$ cat config.mk
export PLATFORM = sky130hd
export DESIGN_NAME = mac_learning_forward_decision_flat
export DESIGN_NICKNAME = d
export VERILOG_FILES = /design/src/hw/rtl/mlfd_pkg.sv /design/src/hw/rtl/mlfd_in_if.sv /design/src/hw/rtl/mlfd_out_if.sv /design/src/hw/rtl/mlfd_ctrl.sv /design/src/hw/rtl/mlfd_dp.sv /design/src/hw/rtl/mac_learning_forward_decision.sv /design/src/flat_wrapper.sv
export SDC_FILE = /design/constraint.sdc
export NUM_CORES = 2
export LEC_CHECK = 0
export ABC_AREA = 1
export BUFFER_PORTS_ARGS = -buffer_cell sky130_fd_sc_hd__buf_4
export CAP_MARGIN = 20
export CORE_AREA = 2 2 668 670
export DETAILED_ROUTE_END_ITERATION = 12
export DIE_AREA = 0 0 670 672
export RECOVER_POWER = 50
export SETUP_SLACK_MARGIN = 0.15
export SLEW_MARGIN = 10
export SYNTH_ARGS = -nofsm -noshare
export SYNTH_HDL_FRONTEND = slang
export SYNTH_SLANG_ARGS = --single-unit
$ cat constraint.sdc
create_clock -name clk -period 11.8 [get_ports clk]
set_input_delay 0.59 -clock clk [delete_from_list [all_inputs] [get_ports clk]]
set_output_delay 0.59 -clock clk [all_outputs]
set_load 0.02 [all_outputs]
$ cat src/hw/rtl/mlfd_pkg.sv
// mlfd_pkg: sizes, table geometry, state encoding and the control/status
// structs shared by the learning-bridge forwarding block.
// No dependencies.
package mlfd_pkg;

  // Port and address widths
  localparam int MAC_W   = 48;
  localparam int PORT_W  = 3;
  localparam int MASK_W  = 8;
  localparam int APC_W   = 4;
  localparam int NUM_PORTS = 8;

  // Station table: TABLE_ENTRIES must be a multiple of LANES
  localparam int TABLE_ENTRIES = 64;
  localparam int LANES   = 8;
  localparam int LANE_W  = $clog2(LANES);
  localparam int ROWS    = TABLE_ENTRIES / LANES;
  localparam int ROW_W   = (ROWS > 1) ? $clog2(ROWS) : 1;
  localparam int IDX_W   = ROW_W + LANE_W;
  localparam int CNT_W   = IDX_W + 1;

  localparam logic [APC_W-1:0]  APC_RESET      = APC_W'(8);
  localparam logic [APC_W-1:0]  APC_MAX        = APC_W'(NUM_PORTS);
  localparam logic [MASK_W-1:0] ALL_PORTS_MASK = MASK_W'((1 << NUM_PORTS) - 1);

  // One table entry: station address and the port it was seen on
  typedef struct packed {
    logic [MAC_W-1:0]  mac;
    logic [PORT_W-1:0] port;
  } entry_t;

  typedef enum logic [1:0] {
    ST_IDLE,
    ST_SCAN,
    ST_DRAIN,
    ST_UPDATE
  } state_t;

  // Controller -> datapath
  typedef struct packed {
    logic start;   // capture input word, clear search results
    logic rd_en;   // read next table row
    logic update;  // write table, load result register
  } cmd_t;

  // Datapath -> controller
  typedef struct packed {
    logic scan_last;  // row being read is the last one
    logic out_free;   // result register can take a word this cycle
  } sts_t;

endpackage

$ cat src/hw/rtl/mlfd_in_if.sv
// mlfd_in_if: valid/ready channel carrying one frame's addresses and port.
// Depends on mlfd_pkg.
interface mlfd_in_if;
  logic                          valid;
  logic                          ready;
  logic [mlfd_pkg::MAC_W-1:0]    src_mac;
  logic [mlfd_pkg::MAC_W-1:0]    dst_mac;
  logic [mlfd_pkg::PORT_W-1:0]   ingress_port;

  modport source (output valid, src_mac, dst_mac, ingress_port, input ready);
  modport sink   (input valid, src_mac, dst_mac, ingress_port, output ready);
endinterface

$ cat src/hw/rtl/mlfd_out_if.sv
// mlfd_out_if: valid/ready channel carrying one forwarding decision.
// Depends on mlfd_pkg.
interface mlfd_out_if;
  logic                          valid;
  logic                          ready;
  logic [mlfd_pkg::MASK_W-1:0]   egress_mask;
  logic                          flooded;
  logic                          learn_dropped;

  modport source (output valid, egress_mask, flooded, learn_dropped, input ready);
  modport sink   (input valid, egress_mask, flooded, learn_dropped, output ready);
endinterface

$ cat src/hw/rtl/mlfd_ctrl.sv
// mlfd_ctrl: sequencer for accept, table scan, table update and result load.
// Depends on mlfd_pkg.
module mlfd_ctrl (
  input  logic             clk,
  input  logic             rst_n,
  input  logic             in_valid,
  output logic             in_ready,
  input  mlfd_pkg::sts_t   sts,
  output mlfd_pkg::cmd_t   cmd
);

  mlfd_pkg::state_t state_r, state_nxt;

  // State register
  always_ff @(posedge clk) begin
    if (!rst_n) begin
      state_r <= mlfd_pkg::ST_IDLE;
    end else begin
      state_r <= state_nxt;
    end
  end

  // Next state
  always_comb begin
    state_nxt = state_r;
    unique case (state_r)
      mlfd_pkg::ST_IDLE: begin
        if (in_valid) state_nxt = mlfd_pkg::ST_SCAN;
      end
      mlfd_pkg::ST_SCAN: begin
        if (sts.scan_last) state_nxt = mlfd_pkg::ST_DRAIN;
      end
      mlfd_pkg::ST_DRAIN: begin
        state_nxt = mlfd_pkg::ST_UPDATE;
      end
      mlfd_pkg::ST_UPDATE: begin
        if (sts.out_free) state_nxt = mlfd_pkg::ST_IDLE;
      end
      default: state_nxt = mlfd_pkg::ST_IDLE;
    endcase
  end

  // Outputs
  always_comb begin
    in_ready   = 1'b0;
    cmd        = '0;
    unique case (state_r)
      mlfd_pkg::ST_IDLE: begin
        in_ready  = 1'b1;
        cmd.start = in_valid;
      end
      mlfd_pkg::ST_SCAN: begin
        cmd.rd_en = 1'b1;
      end
      mlfd_pkg::ST_DRAIN: begin
        cmd = '0;
      end
      mlfd_pkg::ST_UPDATE: begin
        cmd.update = sts.out_free;
      end
      default: cmd = '0;
    endcase
  end

endmodule

$ cat src/hw/rtl/mlfd_dp.sv
// mlfd_dp: station table (row-wide memory, LANES entries per row), lane
// comparators, fill count, port-count register and result register.
// Depends on mlfd_pkg.
module mlfd_dp (
  input  logic                          clk,
  input  logic                          rst_n,
  input  mlfd_pkg::cmd_t                cmd,
  output mlfd_pkg::sts_t                sts,
  input  logic                          cfg_we,
  input  logic [mlfd_pkg::APC_W-1:0]    cfg_wdata,
  input  logic [mlfd_pkg::MAC_W-1:0]    in_src_mac,
  input  logic [mlfd_pkg::MAC_W-1:0]    in_dst_mac,
  input  logic [mlfd_pkg::PORT_W-1:0]   in_ingress_port,
  output logic                          out_valid,
  input  logic                          out_ready,
  output logic [mlfd_pkg::MASK_W-1:0]   out_egress_mask,
  output logic                          out_flooded,
  output logic                          out_learn_dropped
);

  // Table memory: one row holds LANES entries, written one entry at a time
  mlfd_pkg::entry_t [mlfd_pkg::LANES-1:0] mem [mlfd_pkg::ROWS];

  logic [mlfd_pkg::APC_W-1:0]  apc_r;
  logic [mlfd_pkg::CNT_W-1:0]  fill_r;
  logic [mlfd_pkg::MAC_W-1:0]  src_r, dst_r;
  logic [mlfd_pkg::PORT_W-1:0] ingress_r;
  logic [mlfd_pkg::ROW_W-1:0]  rd_row_r, cmp_row_r;
  logic                        cmp_vld_r;
  mlfd_pkg::entry_t [mlfd_pkg::LANES-1:0] rd_data_r;

  logic                        src_hit_r, dst_hit_r;
  logic [mlfd_pkg::ROW_W-1:0]  src_row_r;
  logic [mlfd_pkg::LANE_W-1:0] src_lane_r;
  logic [mlfd_pkg::PORT_W-1:0] dst_port_r;

  logic                        out_valid_r, out_flooded_r, out_dropped_r;
  logic [mlfd_pkg::MASK_W-1:0] out_mask_r;

  // Status
  assign sts.scan_last = (rd_row_r == mlfd_pkg::ROW_W'(mlfd_pkg::ROWS - 1));
  assign sts.out_free  = !out_valid_r || out_ready;

  // Port-count register
  always_ff @(posedge clk) begin
    if (!rst_n) begin
      apc_r <= mlfd_pkg::APC_RESET;
    end else if (cfg_we) begin
      apc_r <= cfg_wdata;
    end
  end

  // Input word capture
  always_ff @(posedge clk) begin
    if (cmd.start) begin
      src_r     <= in_src_mac;
      dst_r     <= in_dst_mac;
      ingress_r <= in_ingress_port;
    end
  end

  // Row read pointer and registered read
  always_ff @(posedge clk) begin
    if (!rst_n) begin
      rd_row_r  <= '0;
      cmp_vld_r <= 1'b0;
    end else begin
      cmp_vld_r <= cmd.rd_en;
      if (cmd.start) begin
        rd_row_r <= '0;
      end else if (cmd.rd_en) begin
        rd_row_r <= rd_row_r + mlfd_pkg::ROW_W'(1);
      end
    end
  end

  always_ff @(posedge clk) begin
    if (cmd.rd_en) begin
      rd_data_r <= mem[rd_row_r];
      cmp_row_r <= rd_row_r;
    end
  end

  // Lane compare: entries at index below the fill count are valid
  logic                        src_any, dst_any;
  logic [mlfd_pkg::LANE_W-1:0] src_lane;
  logic [mlfd_pkg::PORT_W-1:0] dst_port;

  always_comb begin
    logic [mlfd_pkg::CNT_W-1:0] idx;
    logic                       ent_vld;
    src_any  = 1'b0;
    dst_any  = 1'b0;
    src_lane = '0;
    dst_port = '0;
    for (int l = mlfd_pkg::LANES - 1; l >= 0; l--) begin
      idx     = {1'b0, cmp_row_r, mlfd_pkg::LANE_W'(l)};
      ent_vld = (idx < fill_r);
      if (ent_vld && (rd_data_r[l].mac == src_r)) begin
        src_any  = 1'b1;
        src_lane = mlfd_pkg::LANE_W'(l);
      end
      if (ent_vld && (rd_data_r[l].mac == dst_r)) begin
        dst_any  = 1'b1;
        dst_port = rd_data_r[l].port;
      end
    end
  end

  // Search results
  always_ff @(posedge clk) begin
    if (cmd.start) begin
      src_hit_r <= 1'b0;
      dst_hit_r <= 1'b0;
    end else if (cmp_vld_r) begin
      if (src_any) begin
        src_hit_r  <= 1'b1;
        src_row_r  <= cmp_row_r;
        src_lane_r <= src_lane;
      end
      if (dst_any) begin
        dst_hit_r  <= 1'b1;
        dst_port_r <= dst_port;
      end
    end
  end

  // Learn: update a known station, or append at the fill count unless the table is full
  logic full;
  assign full = (fill_r == mlfd_pkg::CNT_W'(mlfd_pkg::TABLE_ENTRIES));

  always_ff @(posedge clk) begin
    if (!rst_n) begin
      fill_r <= '0;
    end else if (cmd.update && !src_hit_r && !full) begin
      fill_r <= fill_r + mlfd_pkg::CNT_W'(1);
    end
  end

  always_ff @(posedge clk) begin
    if (cmd.update) begin
      if (src_hit_r) begin
        mem[src_row_r][src_lane_r] <= '{mac: src_r, port: ingress_r};
      end else if (!full) begin
        mem[fill_r[mlfd_pkg::IDX_W-1:mlfd_pkg::LANE_W]][fill_r[mlfd_pkg::LANE_W-1:0]]
          <= '{mac: src_r, port: ingress_r};
      end
    end
  end

  // Forwarding decision; destination equal to source follows the learn step
  logic                        dropped, fwd_hit;
  logic [mlfd_pkg::PORT_W-1:0] fwd_port;
  logic [mlfd_pkg::APC_W-1:0]  apc_clamp;
  logic [mlfd_pkg::MASK_W-1:0] flood_mask, fwd_mask;

  assign dropped   = !src_hit_r && full;
  assign apc_clamp = (apc_r > mlfd_pkg::APC_MAX) ? mlfd_pkg::APC_MAX : apc_r;

  always_comb begin
    if (dst_r == src_r) begin
      fwd_hit  = !dropped;
      fwd_port = ingress_r;
    end else begin
      fwd_hit  = dst_hit_r;
      fwd_port = dst_port_r;
    end
  end

  always_comb begin
    for (int j = 0; j < mlfd_pkg::MASK_W; j++) begin
      flood_mask[j] = (mlfd_pkg::APC_W'(j) < apc_clamp) &&
                      (mlfd_pkg::PORT_W'(j) != ingress_r);
    end
  end

  assign fwd_mask = fwd_hit ? ((mlfd_pkg::MASK_W'(1) << fwd_port) & mlfd_pkg::ALL_PORTS_MASK)
                            : flood_mask;

  // Result register
  always_ff @(posedge clk) begin
    if (!rst_n) begin
      out_valid_r <= 1'b0;
    end else if (cmd.update) begin
      out_valid_r <= 1'b1;
    end else if (out_ready) begin
      out_valid_r <= 1'b0;
    end
  end

  always_ff @(posedge clk) begin
    if (cmd.update) begin
      out_mask_r    <= fwd_mask;
      out_flooded_r <= !fwd_hit;
      out_dropped_r <= dropped;
    end
  end

  assign out_valid         = out_valid_r;
  assign out_egress_mask   = out_mask_r;
  assign out_flooded       = out_flooded_r;
  assign out_learn_dropped = out_dropped_r;

endmodule

$ cat src/hw/rtl/mac_learning_forward_decision.sv
// mac_learning_forward_decision: top level of the learning-bridge forwarding block.
// Depends on mlfd_pkg, mlfd_in_if, mlfd_out_if, mlfd_ctrl, mlfd_dp.
//
//  channel   dir  handshake        payload
//  in_if     in   valid/ready      src_mac[47:0] dst_mac[47:0] ingress_port[2:0]
//  out_if    out  valid/ready      egress_mask[7:0] flooded learn_dropped
//  cfg       in   cfg_we           cfg_wdata[3:0] -> active_port_count
//
// A word passes through accept, a scan of the table rows of LANES entries each
// via the single memory read port, a compare of the last row, and an update
// that waits for a free result register. The result register lets the next
// word be accepted while a decision waits on out_if. Reset (rst_n, synchronous)
// empties the table at once through its fill count; no clearing pass.
module mac_learning_forward_decision (
  input  logic                       clk,
  input  logic                       rst_n,
  mlfd_in_if.sink                    in_if,
  mlfd_out_if.source                 out_if,
  input  logic                       cfg_we,
  input  logic [mlfd_pkg::APC_W-1:0] cfg_wdata
);

  mlfd_pkg::cmd_t cmd;
  mlfd_pkg::sts_t sts;

  // Sequencer
  mlfd_ctrl u_ctrl (
    .clk      (clk),
    .rst_n    (rst_n),
    .in_valid (in_if.valid),
    .in_ready (in_if.ready),
    .sts      (sts),
    .cmd      (cmd)
  );

  // Table and decision datapath
  mlfd_dp u_dp (
    .clk               (clk),
    .rst_n             (rst_n),
    .cmd               (cmd),
    .sts               (sts),
    .cfg_we            (cfg_we),
    .cfg_wdata         (cfg_wdata),
    .in_src_mac        (in_if.src_mac),
    .in_dst_mac        (in_if.dst_mac),
    .in_ingress_port   (in_if.ingress_port),
    .out_valid         (out_if.valid),
    .out_ready         (out_if.ready),
    .out_egress_mask   (out_if.egress_mask),
    .out_flooded       (out_if.flooded),
    .out_learn_dropped (out_if.learn_dropped)
  );

`ifndef SYNTHESIS
  // Busy after accepting a word
  a_busy_after_accept: assert property (@(posedge clk) disable iff (!rst_n)
    (in_if.valid && in_if.ready) |=> !in_if.ready)
    else $error("input accepted twice in a row");

  // A table update always presents a decision next cycle
  a_update_shows_result: assert property (@(posedge clk) disable iff (!rst_n)
    cmd.update |=> out_if.valid)
    else $error("update without result");

  // A known destination goes to at most one port
  a_hit_single_port: assert property (@(posedge clk) disable iff (!rst_n)
    (out_if.valid && !out_if.flooded) |-> $countones(out_if.egress_mask) <= 1)
    else $error("hit mask not one-hot");

  // Update only while the controller is not ready to accept a word
  a_update_not_idle: assert property (@(posedge clk) disable iff (!rst_n)
    cmd.update |-> !in_if.ready)
    else $error("update while idle");
`endif

endmodule

$ cat src/flat_wrapper.sv
// flat-port wrapper written by rule: the top's interface ports become plain ports
module mac_learning_forward_decision_flat 
  (clk, rst_n, cfg_we, cfg_wdata, in_if_valid, in_if_src_mac, in_if_dst_mac, in_if_ingress_port, in_if_ready, out_if_valid, out_if_egress_mask, out_if_flooded, out_if_learn_dropped, out_if_ready);
  mlfd_in_if in_if_i ();
  mlfd_out_if out_if_i ();
  input  logic clk;
  input  logic rst_n;
  input  logic cfg_we;
  input  logic [mlfd_pkg::APC_W-1:0] cfg_wdata;
  input wire logic [$bits(in_if_i.valid)-1:0] in_if_valid;
  input wire logic [$bits(in_if_i.src_mac)-1:0] in_if_src_mac;
  input wire logic [$bits(in_if_i.dst_mac)-1:0] in_if_dst_mac;
  input wire logic [$bits(in_if_i.ingress_port)-1:0] in_if_ingress_port;
  output wire logic [$bits(in_if_i.ready)-1:0] in_if_ready;
  output wire logic [$bits(out_if_i.valid)-1:0] out_if_valid;
  output wire logic [$bits(out_if_i.egress_mask)-1:0] out_if_egress_mask;
  output wire logic [$bits(out_if_i.flooded)-1:0] out_if_flooded;
  output wire logic [$bits(out_if_i.learn_dropped)-1:0] out_if_learn_dropped;
  input wire logic [$bits(out_if_i.ready)-1:0] out_if_ready;
  assign in_if_i.valid = in_if_valid;
  assign in_if_i.src_mac = in_if_src_mac;
  assign in_if_i.dst_mac = in_if_dst_mac;
  assign in_if_i.ingress_port = in_if_ingress_port;
  assign in_if_ready = in_if_i.ready;
  assign out_if_valid = out_if_i.valid;
  assign out_if_egress_mask = out_if_i.egress_mask;
  assign out_if_flooded = out_if_i.flooded;
  assign out_if_learn_dropped = out_if_i.learn_dropped;
  assign out_if_i.ready = out_if_ready;
  mac_learning_forward_decision u_core (.clk(clk), .rst_n(rst_n), .in_if(in_if_i), .out_if(out_if_i), .cfg_we(cfg_we), .cfg_wdata(cfg_wdata));
endmodule
# [Word level (Yosys, flattened, before mapping)]
# Memory sizes are Yosys's and may differ from the RTL's. A register that Yosys moved wholly into a read port is not among the register bits.
# Index checks and enable logic that the tools add are counted.
[word_totals] regBits=141 mem_bits_rw=3264 input_bits=108 out_inout_bits=12 elab_cells=185 memories=1
[op_classes] add_sub_neg=2 magnitude_cmp=21 n_eq_ne=32 shifts=1 n_mux=59 bitwise_logic=2 n_reduce_logical=47
[memory_table] name="u_core.u_dp.mem" depth=8 width=408 read_ports=1 rd_ports_with_merged_regs=1 wr=1 line="mlfd_dp.sv:22" source="mlfd_pkg::entry_t [mlfd_pkg::LANES-1:0] mem [mlfd_pkg::ROWS];"
[op_table] cell="$mux 408" n=4
[op_table] cell="$eq 48x48->1" n=17
[op_table] cell="$reduce_or 408->1" n=1
[op_table] cell="$demux 51 s3" n=2
[op_table] cell="$mux 51" n=2
[op_table] cell="$lt 6x7->1" n=8
[op_table] cell="$mux 3" n=14
[op_table] cell="$logic_and 1x1->1" n=29
[op_table] cell="$mux 1" n=29
[op_table] cell="$lt 3x4->1 const A" n=4
[op_table] cell="$ne 3x3->1 const A" n=4
[op_table] cell="$mux 2" n=5
[op_table] cell="$reduce_and 3->1" n=3
[op_table] cell="$lt 1x4->1 const A" n=2
[op_table] cell="$lt 2x4->1 const A" n=2
[op_table] cell="$lt 3x4->1 const B" n=2
[op_table] cell="$mux 8" n=1
[op_table] cell="$pmux 2 s4" n=1
[op_table] cell="$shl 1x3->8 const A" n=1
[op_table] cell="$add 7x1->7 const B" n=1
[op_table] cell="$eq 7x7->1 const B" n=1
[op_table] cell="$ge 3x1->1 const B" n=2
[op_table] cell="$ne 2x3->1 const A" n=2
[op_table] cell="$logic_not 1->1" n=5
[op_table] cell="other kinds (17)" n=22

# [Depth between registers and ports, before layout]
[logic_depth] depth_word=11 depth_mapped=21 mapped_depth_nobuf=21

# [Hierarchy]
# Synthesis repeated with hierarchy kept, for this count alone.
[unflattened] cells_unflattened=12499 hier_area_um2=155145.0
[by_module_without_submodules] module="mlfd_dp" n_inst=1 cells_each=12470 area_each_um2=154936.1 seq_area_each_um2=114259.6
[by_module_without_submodules] module="mlfd_ctrl" n_inst=1 cells_each=29 area_each_um2=209.0 seq_area_each_um2=40.0

# [Worst setup path before layout]
# Ideal clock, no wire load.
[synth_timing] path_type="register to register" start="reg u_core.u_ctrl.state_r[1]" end="reg u_core.u_ctrl.state_r[0]" setup_ps=86 t_arrival_ps=11833 required_ps=11714 setup_slack_ps=-119 path_stages_with_launch=7 path_buffers=0 period_less_slack_ps=11919 cell_sequence="dfxtp_1 > inv_1 > ha_1 > inv_1 > o221ai_1 > nor3_1 > a211oi_1"
[synth_via] elab_chain_len=3 elab_cells_between_ends=9 classes_between="eq/ne: 6; mux: 1; reduce/logical: 2"
[synth_lines] item="from (decl)" line="mlfd_ctrl.sv:12" source="mlfd_pkg::state_t state_r, state_nxt;"
[synth_lines] item="from (signal assigned)" line="mlfd_ctrl.sv:17" source="state_r <= mlfd_pkg::ST_IDLE;"
[synth_lines] item="from (signal assigned)" line="mlfd_ctrl.sv:19" source="state_r <= state_nxt;"
[synth_lines] item="$eq 2x1->1 (tied with other cells)" line="mlfd_ctrl.sv:26" source="unique case (state_r)"
[synth_lines] item="$ne 2x1->1 (no line) or $ne 2x2->1 (tied branches)"
[synth_lines] item="$reduce_and 3->1 (no line)"
# Parallel ways exist; a longest one is shown, timed or not.
# A chain may end at the register's enable or synchronous reset.

# [Worst setup path after layout]
[layout_timing] start="reg u_core.u_dp.src_r[45] (netlist name)" end="reg u_core.u_dp.src_row_r[1] (netlist name) (enable)"
[layout_via] elab_chain_len=11 elab_cells_between_ends=25 classes_between="eq/ne: 8; mux: 8; reduce/logical: 9"
[layout_lines] item="from (decl)" line="mlfd_dp.sv:26" source="logic [mlfd_pkg::MAC_W-1:0] src_r, dst_r;"
[layout_lines] item="from (signal assigned)" line="mlfd_dp.sv:56" source="src_r <= in_src_mac;"
[layout_lines] item="$eq 48x48->1" line="mlfd_dp.sv:99" source="if (ent_vld && (rd_data_r[l].mac == src_r)) begin"
[layout_lines] item="$logic_and 1x1->1" line="mlfd_dp.sv:99"
[layout_lines] item="$mux 1 (7 in a row)" line="mlfd_dp.sv:99"
[layout_lines] item="$mux 1 (*)" line="mlfd_dp.sv:99"
[layout_lines] item="$reduce_and 3->1 (no line) (*)"
[layout_lines] item="to (signal assigned)" line="mlfd_dp.sv:118" source="src_row_r <= cmp_row_r;"
[layout_lines] item="to (decl)" line="mlfd_dp.sv:33" source="logic [mlfd_pkg::ROW_W-1:0] src_row_r;"
# Mark *: on every way between the ends. The rest lies on a longest branch, timed or not.

==> summary.txt <==
CTS
  • Clk slew on worst S/H paths: around 0.06 ns
  • Clock root cell: clkbuf_16
  • CTS Buffer Depth: 4
  • Setup repair bufs after CTS: 0
  • H-tree depth: 5
  • Total CTS buffers: 386
  • # hold bufs at CTS: between 100 and 150
  • Clock sink total: approximately 3.8k
  • CTS tree: done
  • Cts repair resizes: 0
  • Clk_lat worst skew: roughly 1 ns

Setup path
  • Worst R2R End: u_core.u_dp.src_row_r[1]
  • Worst Path Max Fanout: between 70 and 80
  • Reg2Reg Depth: 13
  • Critical path capture point type: flip-flop
  • CP bufs+invs: 3
  • Most frequent CP cell: nand2_1
  • Worst endpoint required time: around 12 ns
  • R2r startpoint: u_core.u_dp.src_r[45]
  • Worst path arrival time: roughly 8.4 ns
  • Crit path max-delay family: buffers and inverters
  • Largest stage delay on the critical path: roughly 3.1 ns
  • Crit start category: flip-flop
  • Setup CP Type: flip-flop to flip-flop
  • Reg-to-reg slack, setup: 4.09 ns
  • Cells along the critical path: clkbuf_1 > inv_1 > nand2_1 > nand3_1 > nor4_1 > nand2_1 > nor2_1 > nand4_1 > nand2_1 > nor2_1 > nand2_1 > nand2_1 > inv_1
  • Critical Path Slowest Stage Cell: clkbuf_1

Routing
  • Routed wire length: roughly 500000 microns
  • Final antenna-violating net count: 0
  • Drc violations: 0
  • Iteration count of the initial detailed-routing pass: 6
  • Vias per inst: roughly 5.4
  • DR iter-0 viols: 14.18k
  • Routed length per instance: approximately 26 microns
  • Vias: 101.7k

Logic synthesis
  • Largest family of logic cells by synthesized area: simple AND/OR/NAND/NOR gates
  • Syn. warnings: 0
  • Simple-gate portion of the synthesized area: 0.1112
  • Top-count cell post-synth: edfxtp_1
  • Mean post-synth cell area: about 13 sq um
  • Most common flop cell mapped by yosys: edfxtp_1
  • Synth Area in Adders: 0.0009702
  • Synth top cells by count: 3793 x edfxtp_1, 3183 x nor2_1, 1669 x o21ai_0
  • Syn Nets: roughly 12k
  • Mapped Area: 154800 sq um
  • Post-synthesis sequential area ratio: 0.7386
  • Asr flop ratio synth: 0
  • Cells after synthesis: roughly 12k
  • Mux cell area share after synthesis: 0
  • Flops & latches, synth: roughly 3.8k
  • Synth Area in Compound Gates: 0.08946
  • Post-synth EDFFs: about 3.8k
  • Post-Synth XOR/XNOR Area: 0.03096
  • Leading area contributor after synthesis: edfxtp_1
  • Post-synthesis cell type count: 49
  • Synth top area share: 0.7360
  • Ranking of synthesized cells by area: edfxtp_1 74%, nor2_1 7.7%, o21ai_0 5.4%

STA
  • Crit path time final: 7.707 ns
  • Hold Vio Cnt, Final: 0
  • RSZ-0062 raised after global routing: false
  • Pins Over Slew Limit: 4255
  • Fin crit share: 0.6532
  • Slew headroom: -2.746
  • Setup TNS: 0 ns
  • Worst-case clock skew: 0.1282 ns
  • FMAX: ~0.13 GHz
  • Setup-failing EPs final: 0
  • Worst Max-Slew Pin Slew: 5.619 ns

Floorplanning
  • Die area: about 450000 sq um
  • Die span in y: about 670 microns
  • IO Pins: between 100 and 150
  • Core area: about 440000 sq um
  • Initial core utilization: 0.3489
  • Die Wd: 670 microns
  • Row count: about 250

Power and ir drop
  • Design Power: about 0.037 W
  • Static Leak: roughly 58 nW
  • PD cells: approximately 210 nW/um^2
  • Maximum VDD drop: ~0.00016 V

Global routing
  • Total track usage: 0.2131
  • Vias in the first global route: about 93k
  • Antenna violations before repair: 21
  • Global route overflow: 0
  • First-pass GRT wire length: approximately 700000 microns
  • Largest net degree at the start of global routing: 186

Worst hold path
  • Min-delay src: in_if_valid
  • Hold Crit Depth: 3
  • WHS Endpoint: u_core.u_ctrl.state_r[1]
  • Min-delay worst type: input pin to flip-flop

Place
  • Area after DPL: approximately 160000 sq um
  • RePlAce Congestion: about 0.96
  • Detailed placer's ending HPWL: around 280000 microns
  • # port buffers: approximately 120

Cells and area
  • # fillers: 41.32k
  • Layout area overhead: 13.79%
  • Final Cell Area: between 150000 and 200000 sq um
  • Share of layout cells above drive strength 1: 0.07230
  • Register area: approximately 110000 sq um
  • Post-layout nets: roughly 13k
  • Footprint of the multi-input gates: between 30000 and 40000 sq um

Status
  • Status: finished with violations
  • Violated checks: max-capacitance violations, max-slew violations

Flow run
  • Max cap viols: between 100 and 150
report_power, final:
part	switching (W)	total, W	leakage (nW)	internal (W)
logic	0.00535	0.00716	17.3	0.00181
clock network	0.00538	0.0122	6.05	0.00685
registers	0.000822	0.0173	34.4	0.0165
total	0.0116	0.0367	57.8	0.0252
state kept, by name, indices dropped and copies added (netlist names), 4 cells and up:
name / cells
u_core.u_dp.out_egress_mask: 8
u_core.u_dp.mem: 3264
u_core.u_dp.apc_r: 4
u_core.u_dp.dst_r: 48
u_core.u_dp.src_r: 48
u_core.u_dp.fill_r: 7
u_core.u_dp.rd_data_r: 408
kinds of logic after synthesis:
family	Yosys count
AO/OA/AOI/OAI	2549
XOR/XNOR	547
adder cells (fa/ha/maj)	12
buffers and inverters	1064
flip-flops	3813
AND/OR/NAND/NOR	4394
worst min-delay path, cell delays in order:
cell and delay [ns]:
buf_4 0.10, o221ai_1 0.19, a21oi_1 0.17
worst max path at each step:
stage                                   startpoint                         to  slack [ns]  cells past startpoint
after floorplan           u_core.u_ctrl.state_r[1]   u_core.u_ctrl.state_r[0]        4.87                      6
after global placement                out_if_ready    u_core.u_dp.mem[2][263]        5.86                     12
after detailed placement              out_if_ready    u_core.u_dp.mem[3][294]        6.11                     12
after CTS                 u_core.u_ctrl.state_r[0]    u_core.u_dp.mem[7][270]        6.27                     10
after global routing         u_core.u_dp.src_r[45]  u_core.u_dp.src_lane_r[2]        3.83                     13
final                        u_core.u_dp.src_r[45]   u_core.u_dp.src_row_r[1]        4.09                     13
per-stage QoR:
step / setup slack (ns) / hold slack [ns] / utilization / std cells
floorplan: 4.865 / 0.4307 / - / 12380
global placement: 5.855 / 0.4406 / 0.3673 / 18000
global route: 3.830 / 0.1380 / 0.3970 / 18830
CTS: 6.275 / 0.05931 / 0.3983 / 18820
finish: 4.093 / 0.1169 / 0.3970 / 18840
detailed placement: 6.114 / 0.4414 / 0.3675 / 18000
layout make-up:
class                   count  area share
diodes                     19   0.0002700
clock buffers             481     0.05700
clock inverters           230     0.01462
inverters                 331    0.007198
multi-input cells        7502      0.2072
flip-flops and latches   3813      0.6491
well taps                5928     0.04212
repair buffers            533     0.02247
routing by layer:
metal	share of wire	track usage	vias to the layer above
met5	0.00016	0	-
met4	0.058	0.1060	12
met3	0.11	0.04716	965
met2	0.44	0.3223	5412
met1	0.40	0.2900	50620
li1	-	-	44650
layout by cell type, fill, tap and decap left out, types with 37 or more instances in the layout:
| cell | count |
|---|---|
| xor2_1 | 153 |
| clkinv_2 | 57 |
| nand4_1 | 113 |
| nor3_1 | 37 |
| xnor2_1 | 394 |
| dlygate4sd3_1 | 105 |
| clkbuf_16 | 387 |
| nand2_1 | 870 |
| clkbuf_1 | 245 |
| clkinv_1 | 90 |
| o21ai_0 | 1669 |
| nand3_1 | 109 |
| edfxtp_1 | 3793 |
| buf_4 | 180 |
| inv_1 | 315 |
| or2_2 | 37 |
| nor2_1 | 3120 |
| a31oi_1 | 411 |
| clkbuf_4 | 75 |
| nor2_4 | 65 |
| o22ai_1 | 417 |
Note: power is estimated with default switching activity, not from simulation.
